## config.mk

```make
export PLATFORM = sky130hd
export DESIGN_NAME = double_ended_queue_top
export DESIGN_NICKNAME = d
export VERILOG_FILES = /design/src/hdl/deq_pkg.sv /design/src/hdl/double_ended_queue_top.sv /design/src/hdl/deq_ram.sv /design/src/hdl/deq_ctrl.sv /design/src/hdl/deq_dpath.sv
export SDC_FILE = /design/constraint.sdc
export NUM_CORES = 1
export LEC_CHECK = 0
export BUFFER_PORTS_ARGS = -buffer_cell sky130_fd_sc_hd__buf_2
export CORE_UTILIZATION = 42
export CTS_CLUSTER_DIAMETER = 80
export DETAILED_ROUTE_END_ITERATION = 8
export HOLD_SLACK_MARGIN = 0.15
export PLACE_DENSITY_LB_ADDON = 0.1
export SLEW_MARGIN = 20
export SYNTH_ARGS = -nofsm -noshare
export SYNTH_HDL_FRONTEND = slang
export SYNTH_SLANG_ARGS = --single-unit
export TNS_END_PERCENT = 10
```

## constraint.sdc

```tcl
create_clock -name clock -period 6.2 [get_ports clock]
set_clock_uncertainty 0.1 [all_clocks]
set_input_delay 0.93 -clock clock [delete_from_list [all_inputs] [get_ports clock]]
set_output_delay 0.93 -clock clock [all_outputs]
set_load 0.05 [all_outputs]
```

## src/hdl/deq_pkg.sv

```systemverilog
`timescale 1ns / 1ps

package deq_pkg;

   // Field widths of one transaction, fixed by the interface.
   localparam int OP_W    = 3;
   localparam int WORD_W  = 32;
   localparam int STAT_W  = 2;
   localparam int COUNT_W = 5;

   // Operation codes. Unused codes behave as a query.
   localparam logic [OP_W-1:0] OP_QUERY      = 3'd0;
   localparam logic [OP_W-1:0] OP_PUSH_BACK  = 3'd1;
   localparam logic [OP_W-1:0] OP_PUSH_FRONT = 3'd2;
   localparam logic [OP_W-1:0] OP_POP_FRONT  = 3'd3;
   localparam logic [OP_W-1:0] OP_POP_BACK   = 3'd4;

   // Status codes.
   localparam logic [STAT_W-1:0] STATUS_OK    = 2'd0;
   localparam logic [STAT_W-1:0] STATUS_FULL  = 2'd1;
   localparam logic [STAT_W-1:0] STATUS_EMPTY = 2'd2;

   typedef struct packed {
      logic [OP_W-1:0]          operation;
      logic signed [WORD_W-1:0] data_in;
   } req_type;

   typedef struct packed {
      logic signed [WORD_W-1:0] popped_value;
      logic [STAT_W-1:0]        status;
      logic signed [WORD_W-1:0] front_value;
      logic signed [WORD_W-1:0] back_value;
      logic [COUNT_W-1:0]       item_count;
   } rsp_type;

   // Commands from the controller to the datapath.
   typedef struct packed {
      logic load;
      logic exec;
      logic fetch;
   } cmd_type;

   // Status from the datapath to the controller.
   typedef struct packed {
      logic fetch_needed;
   } dp_stat_type;

endpackage

```

## src/hdl/double_ended_queue_top.sv

```systemverilog
`timescale 1ns / 1ps

// Double-ended queue of signed 32-bit words with room for DEPTH entries.
// A transaction is accepted at a rising clock edge where start is high and
// busy is low; req_payload carries the operation (query, push back, push
// front, pop front, pop back) and the word to push.
// Each transaction produces exactly one response on rsp_payload, marked by
// rsp_valid for one clock cycle: the popped word, a status (ok, full on push,
// empty on pop), the front and back words after the operation (zero when the
// queue is empty) and the item count. The receiver must take it in that cycle.
// The accepting edge starts execution, which is followed by the response, or
// for a pop that leaves at least one word, first by a refill read of the new
// end word from the storage memory (its read port is registered). busy stays
// high until the response cycle ends, so no new transaction is accepted
// before the response of the last one.
// The front and back words are held in registers, so only a pop reads memory.
// Synchronous reset empties the queue at once; the storage memory itself is
// not cleared because no entry is read before it has been written.
// The count output is five bits wide and reports the occupancy modulo 32.

module double_ended_queue_top
   import deq_pkg::*;
#(
   parameter int DEPTH = 16
) (
   input  logic    clock,
   input  logic    reset,
   input  logic    start,
   output logic    busy,
   input  req_type req_payload,
   output logic    rsp_valid,
   output rsp_type rsp_payload
);

   localparam int AW = $clog2(DEPTH);

   cmd_type           cmd;
   dp_stat_type       stat;
   logic              ram_wr_en;
   logic [AW-1:0]     ram_wr_addr;
   logic [WORD_W-1:0] ram_wr_data;
   logic              ram_rd_en;
   logic [AW-1:0]     ram_rd_addr;
   logic [WORD_W-1:0] ram_rd_data;

   // Sequencing: accept, execute, optional refill read, respond.
   deq_ctrl u_ctrl (
      .clock     (clock),
      .reset     (reset),
      .start     (start),
      .stat      (stat),
      .cmd       (cmd),
      .busy      (busy),
      .rsp_valid (rsp_valid)
   );

   // Ring pointers, occupancy, end-word registers and the response fields.
   deq_dpath #(
      .DEPTH (DEPTH)
   ) u_dpath (
      .clock       (clock),
      .reset       (reset),
      .cmd         (cmd),
      .stat        (stat),
      .req_in      (req_payload),
      .rsp_out     (rsp_payload),
      .ram_wr_en   (ram_wr_en),
      .ram_wr_addr (ram_wr_addr),
      .ram_wr_data (ram_wr_data),
      .ram_rd_en   (ram_rd_en),
      .ram_rd_addr (ram_rd_addr),
      .ram_rd_data (ram_rd_data)
   );

   // Word storage for the ring.
   deq_ram #(
      .WIDTH (WORD_W),
      .DEPTH (DEPTH)
   ) u_ram (
      .clock   (clock),
      .wr_en   (ram_wr_en),
      .wr_addr (ram_wr_addr),
      .wr_data (ram_wr_data),
      .rd_en   (ram_rd_en),
      .rd_addr (ram_rd_addr),
      .rd_data (ram_rd_data)
   );

   // The response strobe lasts exactly one cycle.
   a_strobe_single : assert property (@(posedge clock) disable iff (reset)
      rsp_valid |=> !rsp_valid)
      else $error("response strobe held longer than one cycle");

   // A response is only given while a transaction is outstanding.
   a_resp_busy : assert property (@(posedge clock) disable iff (reset)
      rsp_valid |-> busy)
      else $error("response while idle");

   // Accepting a transaction makes the block busy.
   a_accept_busy : assert property (@(posedge clock) disable iff (reset)
      (start && !busy) |=> busy)
      else $error("block not busy after accepting a transaction");

endmodule

```

## src/hdl/deq_ram.sv

```systemverilog
`timescale 1ns / 1ps

module deq_ram #(
   parameter int WIDTH = 32,
   parameter int DEPTH = 16
) (
   input  logic                     clock,
   input  logic                     wr_en,
   input  logic [$clog2(DEPTH)-1:0] wr_addr,
   input  logic [WIDTH-1:0]         wr_data,
   input  logic                     rd_en,
   input  logic [$clog2(DEPTH)-1:0] rd_addr,
   output logic [WIDTH-1:0]         rd_data
);

   logic [WIDTH-1:0] mem_ff [DEPTH];
   logic [WIDTH-1:0] rd_data_ff;

   always_ff @(posedge clock) begin
      if (wr_en) begin
         mem_ff[wr_addr] <= wr_data;
      end
      if (rd_en) begin
         rd_data_ff <= mem_ff[rd_addr];
      end
   end

   assign rd_data = rd_data_ff;

endmodule

```

## src/hdl/deq_ctrl.sv

```systemverilog
`timescale 1ns / 1ps

module deq_ctrl
   import deq_pkg::*;
(
   input  logic        clock,
   input  logic        reset,
   input  logic        start,
   input  dp_stat_type stat,
   output cmd_type     cmd,
   output logic        busy,
   output logic        rsp_valid
);

   typedef enum logic [3:0] {
      ST_IDLE  = 4'b0001,
      ST_EXEC  = 4'b0010,
      ST_FETCH = 4'b0100,
      ST_RESP  = 4'b1000
   } state_type;

   state_type state_ff;
   state_type state_in;

   always_comb begin
      state_in  = state_ff;
      cmd       = '0;
      rsp_valid = 1'b0;
      case (state_ff)
         ST_IDLE: begin
            if (start) begin
               cmd.load = 1'b1;
               state_in = ST_EXEC;
            end
         end
         ST_EXEC: begin
            cmd.exec = 1'b1;
            state_in = stat.fetch_needed ? ST_FETCH : ST_RESP;
         end
         ST_FETCH: begin
            cmd.fetch = 1'b1;
            state_in  = ST_RESP;
         end
         ST_RESP: begin
            rsp_valid = 1'b1;
            state_in  = ST_IDLE;
         end
         default: begin
            state_in = ST_IDLE;
         end
      endcase
   end

   always_ff @(posedge clock) begin
      if (reset) begin
         state_ff <= ST_IDLE;
      end else begin
         state_ff <= state_in;
      end
   end

   assign busy = (state_ff != ST_IDLE);

   // An accepted transaction always proceeds to execution.
   a_accept_exec : assert property (@(posedge clock) disable iff (reset)
      (start && !busy) |=> cmd.exec)
      else $error("accepted transaction did not execute");

   // Execution without a refill read answers in the next cycle.
   a_exec_resp : assert property (@(posedge clock) disable iff (reset)
      (cmd.exec && !stat.fetch_needed) |=> rsp_valid)
      else $error("response missing after execution");

   // After the response the block is ready for new work.
   a_resp_idle : assert property (@(posedge clock) disable iff (reset)
      rsp_valid |=> (!busy && !rsp_valid))
      else $error("block did not return to idle after response");

endmodule

```

## src/hdl/deq_dpath.sv

```systemverilog
`timescale 1ns / 1ps

module deq_dpath
   import deq_pkg::*;
#(
   parameter int DEPTH = 16
) (
   input  logic                     clock,
   input  logic                     reset,
   input  cmd_type                  cmd,
   output dp_stat_type              stat,
   input  req_type                  req_in,
   output rsp_type                  rsp_out,
   output logic                     ram_wr_en,
   output logic [$clog2(DEPTH)-1:0] ram_wr_addr,
   output logic [WORD_W-1:0]        ram_wr_data,
   output logic                     ram_rd_en,
   output logic [$clog2(DEPTH)-1:0] ram_rd_addr,
   input  logic [WORD_W-1:0]        ram_rd_data
);

   localparam int AW = $clog2(DEPTH);
   localparam int CW = $clog2(DEPTH + 1);
   localparam int SW = CW + 1;

   req_type             req_ff, req_in_d;
   logic [AW-1:0]       head_ff, head_in;
   logic [CW-1:0]       count_ff, count_in;
   logic [WORD_W-1:0]   front_ff, front_in;
   logic [WORD_W-1:0]   back_ff, back_in;
   logic [WORD_W-1:0]   popped_ff, popped_in;
   logic [STAT_W-1:0]   status_ff, status_in;
   logic                refill_front_ff, refill_front_in;

   logic                is_full, is_empty, is_last;
   logic [AW-1:0]       pos_back_slot, pos_head_dec, pos_head_inc, pos_new_back;

   // Head plus offset stays below twice the depth, so one subtract wraps it.
   function automatic logic [AW-1:0] ring_wrap(input logic [SW-1:0] sum);
      if (sum >= SW'(DEPTH)) begin
         return AW'(sum - SW'(DEPTH));
      end
      return AW'(sum);
   endfunction

   assign is_full  = (count_ff == CW'(DEPTH));
   assign is_empty = (count_ff == '0);
   assign is_last  = (count_ff == CW'(1));

   assign pos_back_slot = ring_wrap(SW'(head_ff) + SW'(count_ff));
   assign pos_new_back  = ring_wrap(SW'(head_ff) + SW'(count_ff) - SW'(2));
   assign pos_head_dec  = (head_ff == '0) ? AW'(DEPTH - 1) : head_ff - AW'(1);
   assign pos_head_inc  = (head_ff == AW'(DEPTH - 1)) ? '0 : head_ff + AW'(1);

   always_comb begin
      req_in_d          = req_ff;
      head_in           = head_ff;
      count_in          = count_ff;
      front_in          = front_ff;
      back_in           = back_ff;
      popped_in         = popped_ff;
      status_in         = status_ff;
      refill_front_in   = refill_front_ff;
      ram_wr_en         = 1'b0;
      ram_wr_addr       = pos_back_slot;
      ram_wr_data       = req_ff.data_in;
      ram_rd_en         = 1'b0;
      ram_rd_addr       = pos_head_inc;
      stat.fetch_needed = 1'b0;

      if (cmd.load) begin
         req_in_d = req_in;
      end

      if (cmd.exec) begin
         popped_in = '0;
         status_in = STATUS_OK;
         case (req_ff.operation)
            OP_PUSH_BACK: begin
               if (is_full) begin
                  status_in = STATUS_FULL;
               end else begin
                  ram_wr_en   = 1'b1;
                  ram_wr_addr = pos_back_slot;
                  count_in    = count_ff + CW'(1);
                  back_in     = req_ff.data_in;
                  if (is_empty) begin
                     front_in = req_ff.data_in;
                  end
               end
            end
            OP_PUSH_FRONT: begin
               if (is_full) begin
                  status_in = STATUS_FULL;
               end else begin
                  ram_wr_en   = 1'b1;
                  ram_wr_addr = pos_head_dec;
                  head_in     = pos_head_dec;
                  count_in    = count_ff + CW'(1);
                  front_in    = req_ff.data_in;
                  if (is_empty) begin
                     back_in = req_ff.data_in;
                  end
               end
            end
            OP_POP_FRONT: begin
               if (is_empty) begin
                  status_in = STATUS_EMPTY;
               end else begin
                  popped_in = front_ff;
                  head_in   = pos_head_inc;
                  count_in  = count_ff - CW'(1);
                  if (is_last) begin
                     front_in = '0;
                     back_in  = '0;
                  end else begin
                     ram_rd_en         = 1'b1;
                     ram_rd_addr       = pos_head_inc;
                     stat.fetch_needed = 1'b1;
                     refill_front_in   = 1'b1;
                  end
               end
            end
            OP_POP_BACK: begin
               if (is_empty) begin
                  status_in = STATUS_EMPTY;
               end else begin
                  popped_in = back_ff;
                  count_in  = count_ff - CW'(1);
                  if (is_last) begin
                     front_in = '0;
                     back_in  = '0;
                  end else begin
                     ram_rd_en         = 1'b1;
                     ram_rd_addr       = pos_new_back;
                     stat.fetch_needed = 1'b1;
                     refill_front_in   = 1'b0;
                  end
               end
            end
            default: begin
               // Queries and unused codes leave the queue as it is.
            end
         endcase
      end

      if (cmd.fetch) begin
         if (refill_front_ff) begin
            front_in = ram_rd_data;
         end else begin
            back_in = ram_rd_data;
         end
      end
   end

   always_ff @(posedge clock) begin
      if (reset) begin
         head_ff  <= '0;
         count_ff <= '0;
         front_ff <= '0;
         back_ff  <= '0;
      end else begin
         head_ff  <= head_in;
         count_ff <= count_in;
         front_ff <= front_in;
         back_ff  <= back_in;
      end
   end

   always_ff @(posedge clock) begin
      req_ff          <= req_in_d;
      popped_ff       <= popped_in;
      status_ff       <= status_in;
      refill_front_ff <= refill_front_in;
   end

   assign rsp_out.popped_value = popped_ff;
   assign rsp_out.status       = status_ff;
   assign rsp_out.front_value  = front_ff;
   assign rsp_out.back_value   = back_ff;
   assign rsp_out.item_count   = COUNT_W'(count_ff);

   a_count_range : assert property (@(posedge clock) disable iff (reset)
      count_ff <= CW'(DEPTH))
      else $error("occupancy exceeds capacity");

   a_head_range : assert property (@(posedge clock) disable iff (reset)
      head_ff <= AW'(DEPTH - 1))
      else $error("head pointer out of range");

   a_empty_zero : assert property (@(posedge clock) disable iff (reset)
      (is_empty && !cmd.exec && !cmd.fetch) |-> (front_ff == '0 && back_ff == '0))
      else $error("empty queue shows nonzero end words");

endmodule
```

# Word level (Yosys, flattened, before mapping)
# Memory sizes are Yosys's and may differ from the RTL's. A register that Yosys moved wholly into a read port is not among the register bits.
# Cells that the tools add are included.
# totals
n_memories	1
ramBits	512
out_inout_bits	105
wordCells	118
reg_bits	147
inputBits	38
# memory_table
name	words	width	read_ports	rd_clocked_by_memory_dff	write_ports	line	rtl
u_ram.mem_ff	16	32	1	1	1	deq_ram.sv:16	logic [WIDTH-1:0] mem_ff [DEPTH];
# classes
n_lt_le_gt_ge	2
muxes	67
addsub	8
reduce_logical	10
n_eq_ne	20
# ops
op	n
$mux 32	18
$pmux 32 s3	2
$mux 4	17
$pmux 32 s2	1
$mux 1	21
$ne 2x2->1 const B	8
$ge 6x5->1 const B	2
$pmux 4 s3	1
$sub 4x1->4 const B	3
$mux 5	2
$pmux 5 s2	1
$eq 4x4->1 const B	2
$pmux 4 s2	1
$reduce_and 4->1	2
$add 4x5->6	1
$eq 3x2->1 const B	2
$reduce_and 6->1	1
$reduce_bool 2->1	3
$sub 6x2->6 const B	1
$add 5x1->5 const B	1
$eq 5x1->1 const B	1
$eq 5x5->1 const B	1
$logic_not 5->1	1
$sub 5x1->5 const B	1
12 further kinds	13

# Longest topological paths before layout
# Gate-level depths: netlist (run 1).
# depth
ltp_word	9
depth_mapped	12
ltp_nobuf	8

# Cells and area by module
# A second synthesis (run 1) with hierarchy kept.
# unflattened
cells_unflattened	1694
hier_area_um2	28701.3
# by_module_without_submodules
mod	area_each_um2	n_inst	cells_per_inst
deq_ram	20155.6	1	838
deq_dpath	8340.5	1	836
deq_ctrl	205.2	1	20

# Worst setup path after synthesis (run 1)
# Ideal clock, no wire load.
# synth_timing
path_type	register -> register
startpoint	register u_dpath.count_ff[1]
endpoint	memory u_ram.mem_ff[11][0], enable pin
setup_slack_ns	1.067
t_arrival_ns	4.572
path_stages_with_launch	8
setup_time_ns	0.461
period_less_slack_ns	5.133
cell_sequence	dfxtp_1 inv_1 ha_1 nand4bb_1 nand3_1 mux2i_1 or4_1 nor3_1
# synth_via
elab_chain_len	7
word_cells_on_any_way	15
cone_classes	add/sub: 2; order compare: 1; eq/ne: 1; mux: 11
# synth_rtl
item	line	rtl
start, declared	deq_dpath.sv:28	logic [CW-1:0] count_ff, count_in;
start signal, assigned	deq_dpath.sv:164	count_ff <= count_in;
$add 4x5->6	deq_dpath.sv:50	assign pos_back_slot = ring_wrap(SW'(head_ff) + SW'(count_ff));
$ge 6x5->1 / $sub 4x1->4 (equally long branches)	deq_dpath.sv:40, deq_dpath.sv:41	
$mux 1 / $mux 4 (equally long branches)	deq_dpath.sv:40	if (sum >= SW'(DEPTH)) begin
$mux 4	deq_dpath.sv:43	return AW'(sum);
$mux 4	deq_dpath.sv:93	if (is_full) begin
$mux 4	n/a	
$mux 4	deq_dpath.sv:75	if (cmd.exec) begin
end, declared	deq_ram.sv:16	
# Parallel ways exist; a longest one is shown, timed or not. The select of a mux whose other input is x is not followed.

# Worst setup path in the final report (run 1)
# layout_timing
startpoint	register u_dpath.count_ff[2]
endpoint	register u_ram.rd_data_ff[3] (netlist: u_ram.rd_data[3]), read port of u_ram.mem_ff (data pin)
# layout_via
elab_chain_len	9
word_cells_on_any_way	17
cone_classes	add/sub: 3; order compare: 1; eq/ne: 1; mux: 11; reduce/logical: 1
# layout_rtl
item	line	rtl
$add 4x5->6	deq_dpath.sv:51	assign pos_new_back = ring_wrap(SW'(head_ff) + SW'(count_ff) - SW'(2));
$sub 6x2->6	deq_dpath.sv:51	
$ge 6x5->1 / $sub 4x1->4 (equally long branches)	deq_dpath.sv:40, deq_dpath.sv:41	
$mux 1 / $mux 4 (equally long branches)	deq_dpath.sv:40	
$mux 4	deq_dpath.sv:43	
$mux 4	deq_dpath.sv:130	if (is_last) begin
$mux 4	deq_dpath.sv:125	if (is_empty) begin
$mux 4	n/a	
$mux 4	deq_dpath.sv:75	
end, declared	deq_ram.sv:17	logic [WIDTH-1:0] rd_data_ff;
# Parallel ways exist; a longest one is shown, timed or not. The select of a mux whose other input is x is not followed.
# A chain may end at the register's enable or synchronous reset.

==> results_tabular.tex, run 1 <==
\begin{tabular}{lr}
\hline
Metric & Value \\
\hline
\multicolumn{2}{l}{\textbf{Layout}} \\
Fill cell instance count of the final layout & $\sim$5,700 \\
Area of the multi-input gates & approximately 8000 µm² \\
Register area & 20,000 µm² \\
Number of nets in the finished design & approximately 2,200 \\
Ratio of cells with drive above 1 in the final layout & 17.4\% \\
Final instance area & 32,700 µm² \\
Synthesis-to-finish area growth & 15.3\% \\
\multicolumn{2}{l}{\textbf{Logic synthesis}} \\
Largest cells by area after synthesis & sky130\_fd\_sc\_hd\_\_edfxtp\_1 (65\%), sky130\_fd\_sc\_hd\_\_dfxtp\_1 (5.4\%), sky130\_fd\_sc\_hd\_\_nand2\_1 (3.0\%) \\
Count of warnings emitted by yosys & 0 \\
Leading cell type by number of instances after synthesis & sky130\_fd\_sc\_hd\_\_edfxtp\_1 \\
Unique cell type count in the Yosys netlist & a little over 70 \\
Synthesized area per cell & approximately 14 µm² \\
Most used flip-flop cell after synthesis & sky130\_fd\_sc\_hd\_\_edfxtp\_1 \\
Number of synthesized flops with an enable pin & approximately 610 \\
Asr flop ratio synth & 0\% \\
Proportion of netlist area held by the largest area contributor & about two thirds \\
Cell count after synthesis & around 2,000 \\
Cell area after synthesis & 28,400 µm² \\
Post-synth top cells & sky130\_fd\_sc\_hd\_\_edfxtp\_1 (614), sky130\_fd\_sc\_hd\_\_nand2\_1 (227), sky130\_fd\_sc\_hd\_\_clkbuf\_1 (136) \\
Biggest area consumer among synthesized cells & sky130\_fd\_sc\_hd\_\_edfxtp\_1 \\
Flops \& latches, synth & roughly 690 \\
Net count of the mapped netlist & roughly 2,100 \\
Share of synthesized area occupied by flip-flops and latches & 70.4\% \\
\multicolumn{2}{l}{\textbf{Worst setup path}} \\
Arrival time at the worst endpoint & approximately 4.8 ns \\
CP Max Fanout & 21 \\
Data required time at the worst endpoint & 6.54 ns \\
Type of the worst setup path & register to register \\
Crit start category & register \\
Setup crit end kind & register \\
\multicolumn{2}{l}{\textbf{Detailed routing}} \\
Average via count per standard cell & 6.17 \\
Total Wirelength & 87.9 mm \\
DRT antenna net count & 0 \\
Starting DRC count in detailed routing & 1,910 \\
DR vias & between 15,000 and 20,000 \\
Remaining design rule violation count & 0 \\
Average routed wire per standard cell & about 28 µm \\
Detailed Routing Iterations Pass 1 & 5 \\
\multicolumn{2}{l}{\textbf{Die}} \\
Die X & roughly 260 µm \\
Core Footprint & roughly 66,000 µm² \\
Initial Util & roughly 43\% \\
Number of I/O pins & between 100 and 150 \\
Total Die Area & roughly 69,000 µm² \\
Number of rows in the core area & 94 \\
Die Y & 262 µm \\
\multicolumn{2}{l}{\textbf{Job}} \\
Max Cap Viol & 0 \\
\multicolumn{2}{l}{\textbf{GRT}} \\
Largest net degree at the start of global routing & 97 \\
Wire length of the first global-routing pass & approximately 130 mm \\
Busiest layer in global routing & met2 \\
Global routing met1 resource utilization & between 30\% and 40\% \\
Tot GR Track Use & 25.6\% \\
Global-route track usage on met3 & 4.09\% \\
Fraction of met2 tracks used by global routing & between 40\% and 50\% \\
Vias in the first global route & 18,300 \\
Number of antenna violations at the first check in global routing & 1 \\
Overflow left after global routing & 0 \\
\multicolumn{2}{l}{\textbf{Clock tree}} \\
Clock-pin slew of the registers on the worst-case setup and hold paths & about 0.06 ns \\
TritonCTS clock tree & done \\
Hold\_buf cts & 0 \\
Total of cells resized after clock tree synthesis & 0 \\
Number of buffers inserted during clock tree synthesis & 76 \\
Maximum level of the CTS H-tree & 3 \\
Clock sinks & a little under 700 \\
Insertion delay to the later sink of the worst-skew pair & 0.62 ns \\
Root buffer selected by CTS & sky130\_fd\_sc\_hd\_\_clkbuf\_16 \\
Deepest clock path buffer count & 3 \\
Post-CTS setup buffer count & 0 \\
\multicolumn{2}{l}{\textbf{STA}} \\
Final hold viol count & 0 \\
Final max-slew violation count & 0 \\
Post-Route Setup TNS & 0 ns \\
Max-Slew Margin vs Limit & around 29\% \\
Setup-failing EPs final & 0 \\
RSZ-0062 raised after global routing & false \\
Ratio of final minimum period to clock period & roughly 72\% \\
Highest Clock Rate & about 220 MHz \\
Final critical delay including setup and external delays & between 4 and 5 ns \\
Worst-Margin Slew & around 1.1 ns \\
\multicolumn{2}{l}{\textbf{Placed design}} \\
DP Wirelength & about 48 mm \\
I/O Buffers & approximately 140 \\
Dpl cell area & slightly above 30,000 µm² \\
RePlAce Congestion & $\sim$0.83 \\
\multicolumn{2}{l}{\textbf{Power and ir drop}} \\
Largest voltage drop on the vdd net & around 140 µV \\
P per Cell Area & 297 nW/µm² \\
Static Leakage & approximately 0.011 µW \\
\multicolumn{2}{l}{\textbf{Worst hold path}} \\
Worst min-delay path class & primary input to register \\
\multicolumn{2}{l}{\textbf{Outcome}} \\
Run status & finished clean \\
\hline
\end{tabular}
[metal layers]
metal	part of all wire (%)	vias up
li1	-	8313
met1	44	9814
met2	46	843
met3	8.2	90
met4	1.6	0
met5	0	-
[where the power goes]
| group | internal (µW) | switching [µW] | leakage [µW] |
|---|---|---|---|
| Clock | 2520 | 1850 | 0.00117 |
| Combinational | 47.6 | 120 | 0.00350 |
| Sequential | 5100 | 93.4 | 0.00619 |
| Total | 7670 | 2060 | 0.0109 |
[critical path, cell delays in order, from the launching register on]
cell and delay (ns):
sky130_fd_sc_hd__dfxtp_1 0.70, sky130_fd_sc_hd__ha_1 0.37, sky130_fd_sc_hd__xnor2_1 0.63, sky130_fd_sc_hd__nor2b_1 0.37
sky130_fd_sc_hd__or3b_2 0.51, sky130_fd_sc_hd__a21oi_4 0.83, sky130_fd_sc_hd__buf_4 0.46, sky130_fd_sc_hd__o221ai_1 0.17
sky130_fd_sc_hd__o211ai_1 0.14
[state kept, by name, summed over array words and instances (netlist names)]
register	flops
u_dpath.head_ff	4
u_dpath.ram_wr_data	32
u_dpath.count_ff	5
u_dpath.front_ff	32
u_ctrl.state_ff	4
u_dpath.status_ff	2
u_ram.rd_data	32
u_ram.mem_ff	512
u_dpath.popped_ff	32
u_dpath.refill_front_ff	1
u_dpath.req_ff	3
u_dpath.back_ff	32
[cell type report]
type,count,area share (%)
inverter,9,0.107
multi-input combinational,1184,24.4
clock inverter,30,0.677
antenna,1,0.00765
timing repair buffer,200,3.78
sequential,691,61.1
tap,864,3.30
clock buffer,111,6.63
[final timing paths]
| kind | from | end | slack, ns | cells after the start |
|---|---|---|---|---|
| max reg2reg | u_dpath.count_ff[2] | u_ram.rd_data[3] | 1.71 | 8 |
| min reg2reg | u_dpath.front_ff[29] | u_dpath.front_ff[29] | 0.41 | 2 |
| max | u_dpath.count_ff[2] | u_ram.rd_data[3] | 1.71 | 8 |
| min | req_payload[4] | u_dpath.ram_wr_data[4] | 0.39 | 1 |
[kinds of logic after synthesis]
kind of cell / Yosys count / share of synthesized area [%]
compound gates: 518 / 14.1
xor+xnor: 13 / 0.450
fa+ha+maj: 10 / 0.467
buf+inv: 170 / 2.45
flops: 691 / 70.4
mux: 69 / 2.58
simple gates: 574 / 9.55
[metrics by stage]
stage / setup WS (ns) / hold WS, ns / std cells / util (%) / total power (µW)
finish: 1.71 / 0.387 / 3090 / 49.3 / 9730
global route: 1.50 / 0.363 / 3089 / 49.3 / 10000
CTS: 1.73 / 0.354 / 3089 / 49.3 / 9810
detailed placement: 1.76 / 0.394 / 2948 / 45.7 / 5460
global placement: 1.81 / 0.395 / 2947 / 45.7 / 5450
floorplan: 1.07 / 0.393 / 2045 / - / 5340
[cell usage in the layout (no fill, tap or decap), drive strengths merged, types with 63 or more instances in the layout]
master / instances
a211oi: 72
edfxtp: 614
dfxtp: 77
buf: 200
a21oi: 64
nand3: 75
o21ai: 75
nor2: 116
clkbuf: 111
nand2: 227
a311o: 63
No activity file was read; power rests on OpenSTA's default activity.
==> run 2, diff against run 1 <==
==> constraint.sdc (replaced) <==
create_clock -name clock -period 3.7 [get_ports clock]
set_clock_uncertainty 0.1 [all_clocks]
set_input_delay 0.555 -clock clock [delete_from_list [all_inputs] [get_ports clock]]
set_output_delay 0.555 -clock clock [all_outputs]
set_load 0.05 [all_outputs]
==> run 2 against run 1 <==
Effect of this change:
- sequential share of layout area decreased by 2.4 points
- largest cell class unchanged
- register-to-register slack got worse by 1.5 ns
- final cell count increased by 3.5%
- die area unchanged
- largest power group unchanged
- clock power increased by 73%
- non-clock buffer count increased by 116
- critical endpoint is now u_ram.rd_data[11]
- critical path depth increased by 2
- wire length decreased by 1.3%
==> results_tabular.tex, run 2 (synthesized netlist as in run 1, its figures left out) <==
\begin{tabular}{lr}
\hline
Metric & Value \\
\hline
\multicolumn{2}{l}{\textbf{Detailed routing}} \\
DR vias & 19,400 \\
Starting DRC count in detailed routing & between 2,000 and 2,500 \\
Detailed Routing Iterations Pass 1 & 5 \\
Total Wirelength & a little under 90 mm \\
Average routed wire per standard cell & $\sim$27 µm \\
DRT antenna net count & 0 \\
Remaining design rule violation count & 0 \\
Average via count per standard cell & 6.05 \\
\multicolumn{2}{l}{\textbf{Job}} \\
Max Cap Viol & 0 \\
\multicolumn{2}{l}{\textbf{Worst hold path}} \\
Worst min-delay path class & register to register \\
Worst Hold Launch & u\_dpath.front\_ff[18] \\
\multicolumn{2}{l}{\textbf{Layout}} \\
Ratio of cells with drive above 1 in the final layout & approximately 20\% \\
Most frequent cells in the layout & sky130\_fd\_sc\_hd\_\_edfxtp\_1 (614), sky130\_fd\_sc\_hd\_\_nand2\_1 (225), sky130\_fd\_sc\_hd\_\_buf\_2 (142), sky130\_fd\_sc\_hd\_\_buf\_4 (116), sky130\_fd\_sc\_hd\_\_nor2\_1 (111) \\
Number of nets in the finished design & $\sim$2,300 \\
Count of inserted antenna diode cells & 0 \\
Synthesis-to-finish area growth & 20.0\% \\
Max FFs per register & 512 \\
Leading cell type in the layout, fill and taps excluded & sky130\_fd\_sc\_hd\_\_edfxtp\_1 \\
Register area & 20,000 µm² \\
Layout Utilization & around half \\
Fill cell instance count of the final layout & about 5,700 \\
Area of the multi-input gates & 8080 µm² \\
Post-route insts no fill & around 3,200 \\
Final instance area & about 34,000 µm² \\
Largest reg by FF count & u\_ram.mem\_ff \\
\multicolumn{2}{l}{\textbf{Placed design}} \\
Dpl cell area & between 30,000 and 40,000 µm² \\
Dpl ws & between 0.2 and 0.25 ns \\
I/O Buffers & about 140 \\
DP Wirelength & about 54 mm \\
DP Cell Count & approximately 3,000 \\
RePlAce Congestion & about 0.86 \\
\multicolumn{2}{l}{\textbf{Clock tree}} \\
Insertion delay to the later sink of the worst-skew pair & between 0.6 and 0.7 ns \\
TritonCTS clock tree & done \\
Clock sinks & slightly below 700 \\
Deepest clock path buffer count & 3 \\
Total of cells resized after clock tree synthesis & 0 \\
Root buffer selected by CTS & sky130\_fd\_sc\_hd\_\_clkbuf\_16 \\
Clock-pin slew of the registers on the worst-case setup and hold paths & roughly 0.06 ns \\
Maximum level of the CTS H-tree & 3 \\
Number of buffers inserted during clock tree synthesis & between 70 and 80 \\
\multicolumn{2}{l}{\textbf{Worst setup path}} \\
Data required time at the worst endpoint & around 4 ns \\
CP Max Fanout & 28 \\
Launch point of the worst path & u\_dpath.count\_ff[0] \\
Type of the worst setup path & register to register \\
Setup crit end kind & register \\
Crit start category & register \\
Arrival time at the worst endpoint & roughly 3.7 ns \\
Reg2Reg Launch Point & u\_dpath.count\_ff[0] \\
\multicolumn{2}{l}{\textbf{Die}} \\
Die X & between 200 and 300 µm \\
Initial Util & a little over two fifths \\
Core Footprint & between 60,000 and 70,000 µm² \\
Number of I/O pins & $\sim$140 \\
Die Y & around 260 µm \\
Total Die Area & $\sim$69,000 µm² \\
Number of rows in the core area & 94 \\
\multicolumn{2}{l}{\textbf{GRT}} \\
Vias in the first global route & $\sim$19,000 \\
Number of antenna violations at the first check in global routing & 0 \\
Wire length of the first global-routing pass & 126 mm \\
Tot GR Track Use & 25.2\% \\
Largest net degree at the start of global routing & 61 \\
Overflow left after global routing & 0 \\
\multicolumn{2}{l}{\textbf{Outcome}} \\
Run status & finished clean \\
\multicolumn{2}{l}{\textbf{STA}} \\
Max-Slew Margin vs Limit & roughly 25\% \\
Ratio of final minimum period to clock period & approximately 95\% \\
Final critical delay including setup and external delays & between 3 and 4 ns \\
Setup-failing EPs final & 0 \\
Final max-slew violation count & 0 \\
Final hold viol count & 0 \\
Final setup margin & between 0.15 and 0.2 ns \\
Highest Clock Rate & $\sim$280 MHz \\
Worst-Margin Slew & around 1.1 ns \\
RSZ-0062 raised after global routing & false \\
\multicolumn{2}{l}{\textbf{Power and ir drop}} \\
P per Cell Area & 488 nW/µm² \\
Largest voltage drop on the vdd net & between 300 and 400 µV \\
Static Leakage & between 0.01 and 0.015 µW \\
\hline
\end{tabular}
-- run 2: cell types whose count changed in the layout (fill, tap and decap cells not counted), moves of 4 or more --
cell	change
sky130_fd_sc_hd__nor3_2	-16
sky130_fd_sc_hd__dlygate4sd3_1	+36
sky130_fd_sc_hd__clkinv_1	-6
sky130_fd_sc_hd__buf_4	+66
sky130_fd_sc_hd__buf_12	+14
sky130_fd_sc_hd__nor3_4	+16
sky130_fd_sc_hd__inv_6	-4
-- run 2: layer usage --
metal	vias to the layer above	routed length, µm	global-route usage, %
met5	-	0	0
met3	128	5830	3.67
li1	8562	-	-
met1	9880	39100	36.5
met4	0	1910	7.15
met2	787	39900	39.7
-- run 2: final cells by class --
type,count,area share (%)
well taps,864,3.18
repair buffers,316,6.97
clock inverters,25,0.827
flip-flops and latches,691,58.7
inverters,9,0.103
clock buffers,110,6.48
multi-input cells,1184,23.7
-- run 2: final timing paths --
path | end | slack, ns | depth (start not counted)
setup / recovery | u_ram.rd_data[11] | 0.19 | 10
hold / removal | u_dpath.front_ff[18] | 0.41 | 2
setup reg to reg | u_ram.rd_data[11] | 0.19 | 10
hold reg to reg | u_dpath.front_ff[18] | 0.41 | 2
-- run 2: worst max-delay path: stages (launching register included) --
cell and delay, ns:
sky130_fd_sc_hd__dfxtp_2 0.35, sky130_fd_sc_hd__ha_1 0.23, sky130_fd_sc_hd__fa_1 0.59, sky130_fd_sc_hd__nor4b_1 0.36
sky130_fd_sc_hd__nand4_1 0.14, sky130_fd_sc_hd__buf_4 0.17, sky130_fd_sc_hd__nand2_4 0.22, sky130_fd_sc_hd__buf_12 0.24
sky130_fd_sc_hd__mux2_2 0.36, sky130_fd_sc_hd__o221ai_1 0.29, sky130_fd_sc_hd__o211ai_1 0.14
-- run 2: per-stage QoR --
step                hold WS (ns)  TNS [ns]  power (µW)
finish                     0.410         0       16600
detailed placement         0.407         0        9180
CTS                        0.396         0       16700
floorplan                  0.393    -29.15        8950
global placement           0.399         0        9170
global route               0.443         0       17100
-- run 2: where the power goes --
part	internal, µW	switching [µW]
logic	128	278
registers	8540	100
clock network	4390	3160
total	13100	3540
-- run 2: timing repair --
item                                   4_1_cts  5_1_grt
buffers inserted                             0        0
hold buffers                                36        0
endpoints found under the hold margin       36        0
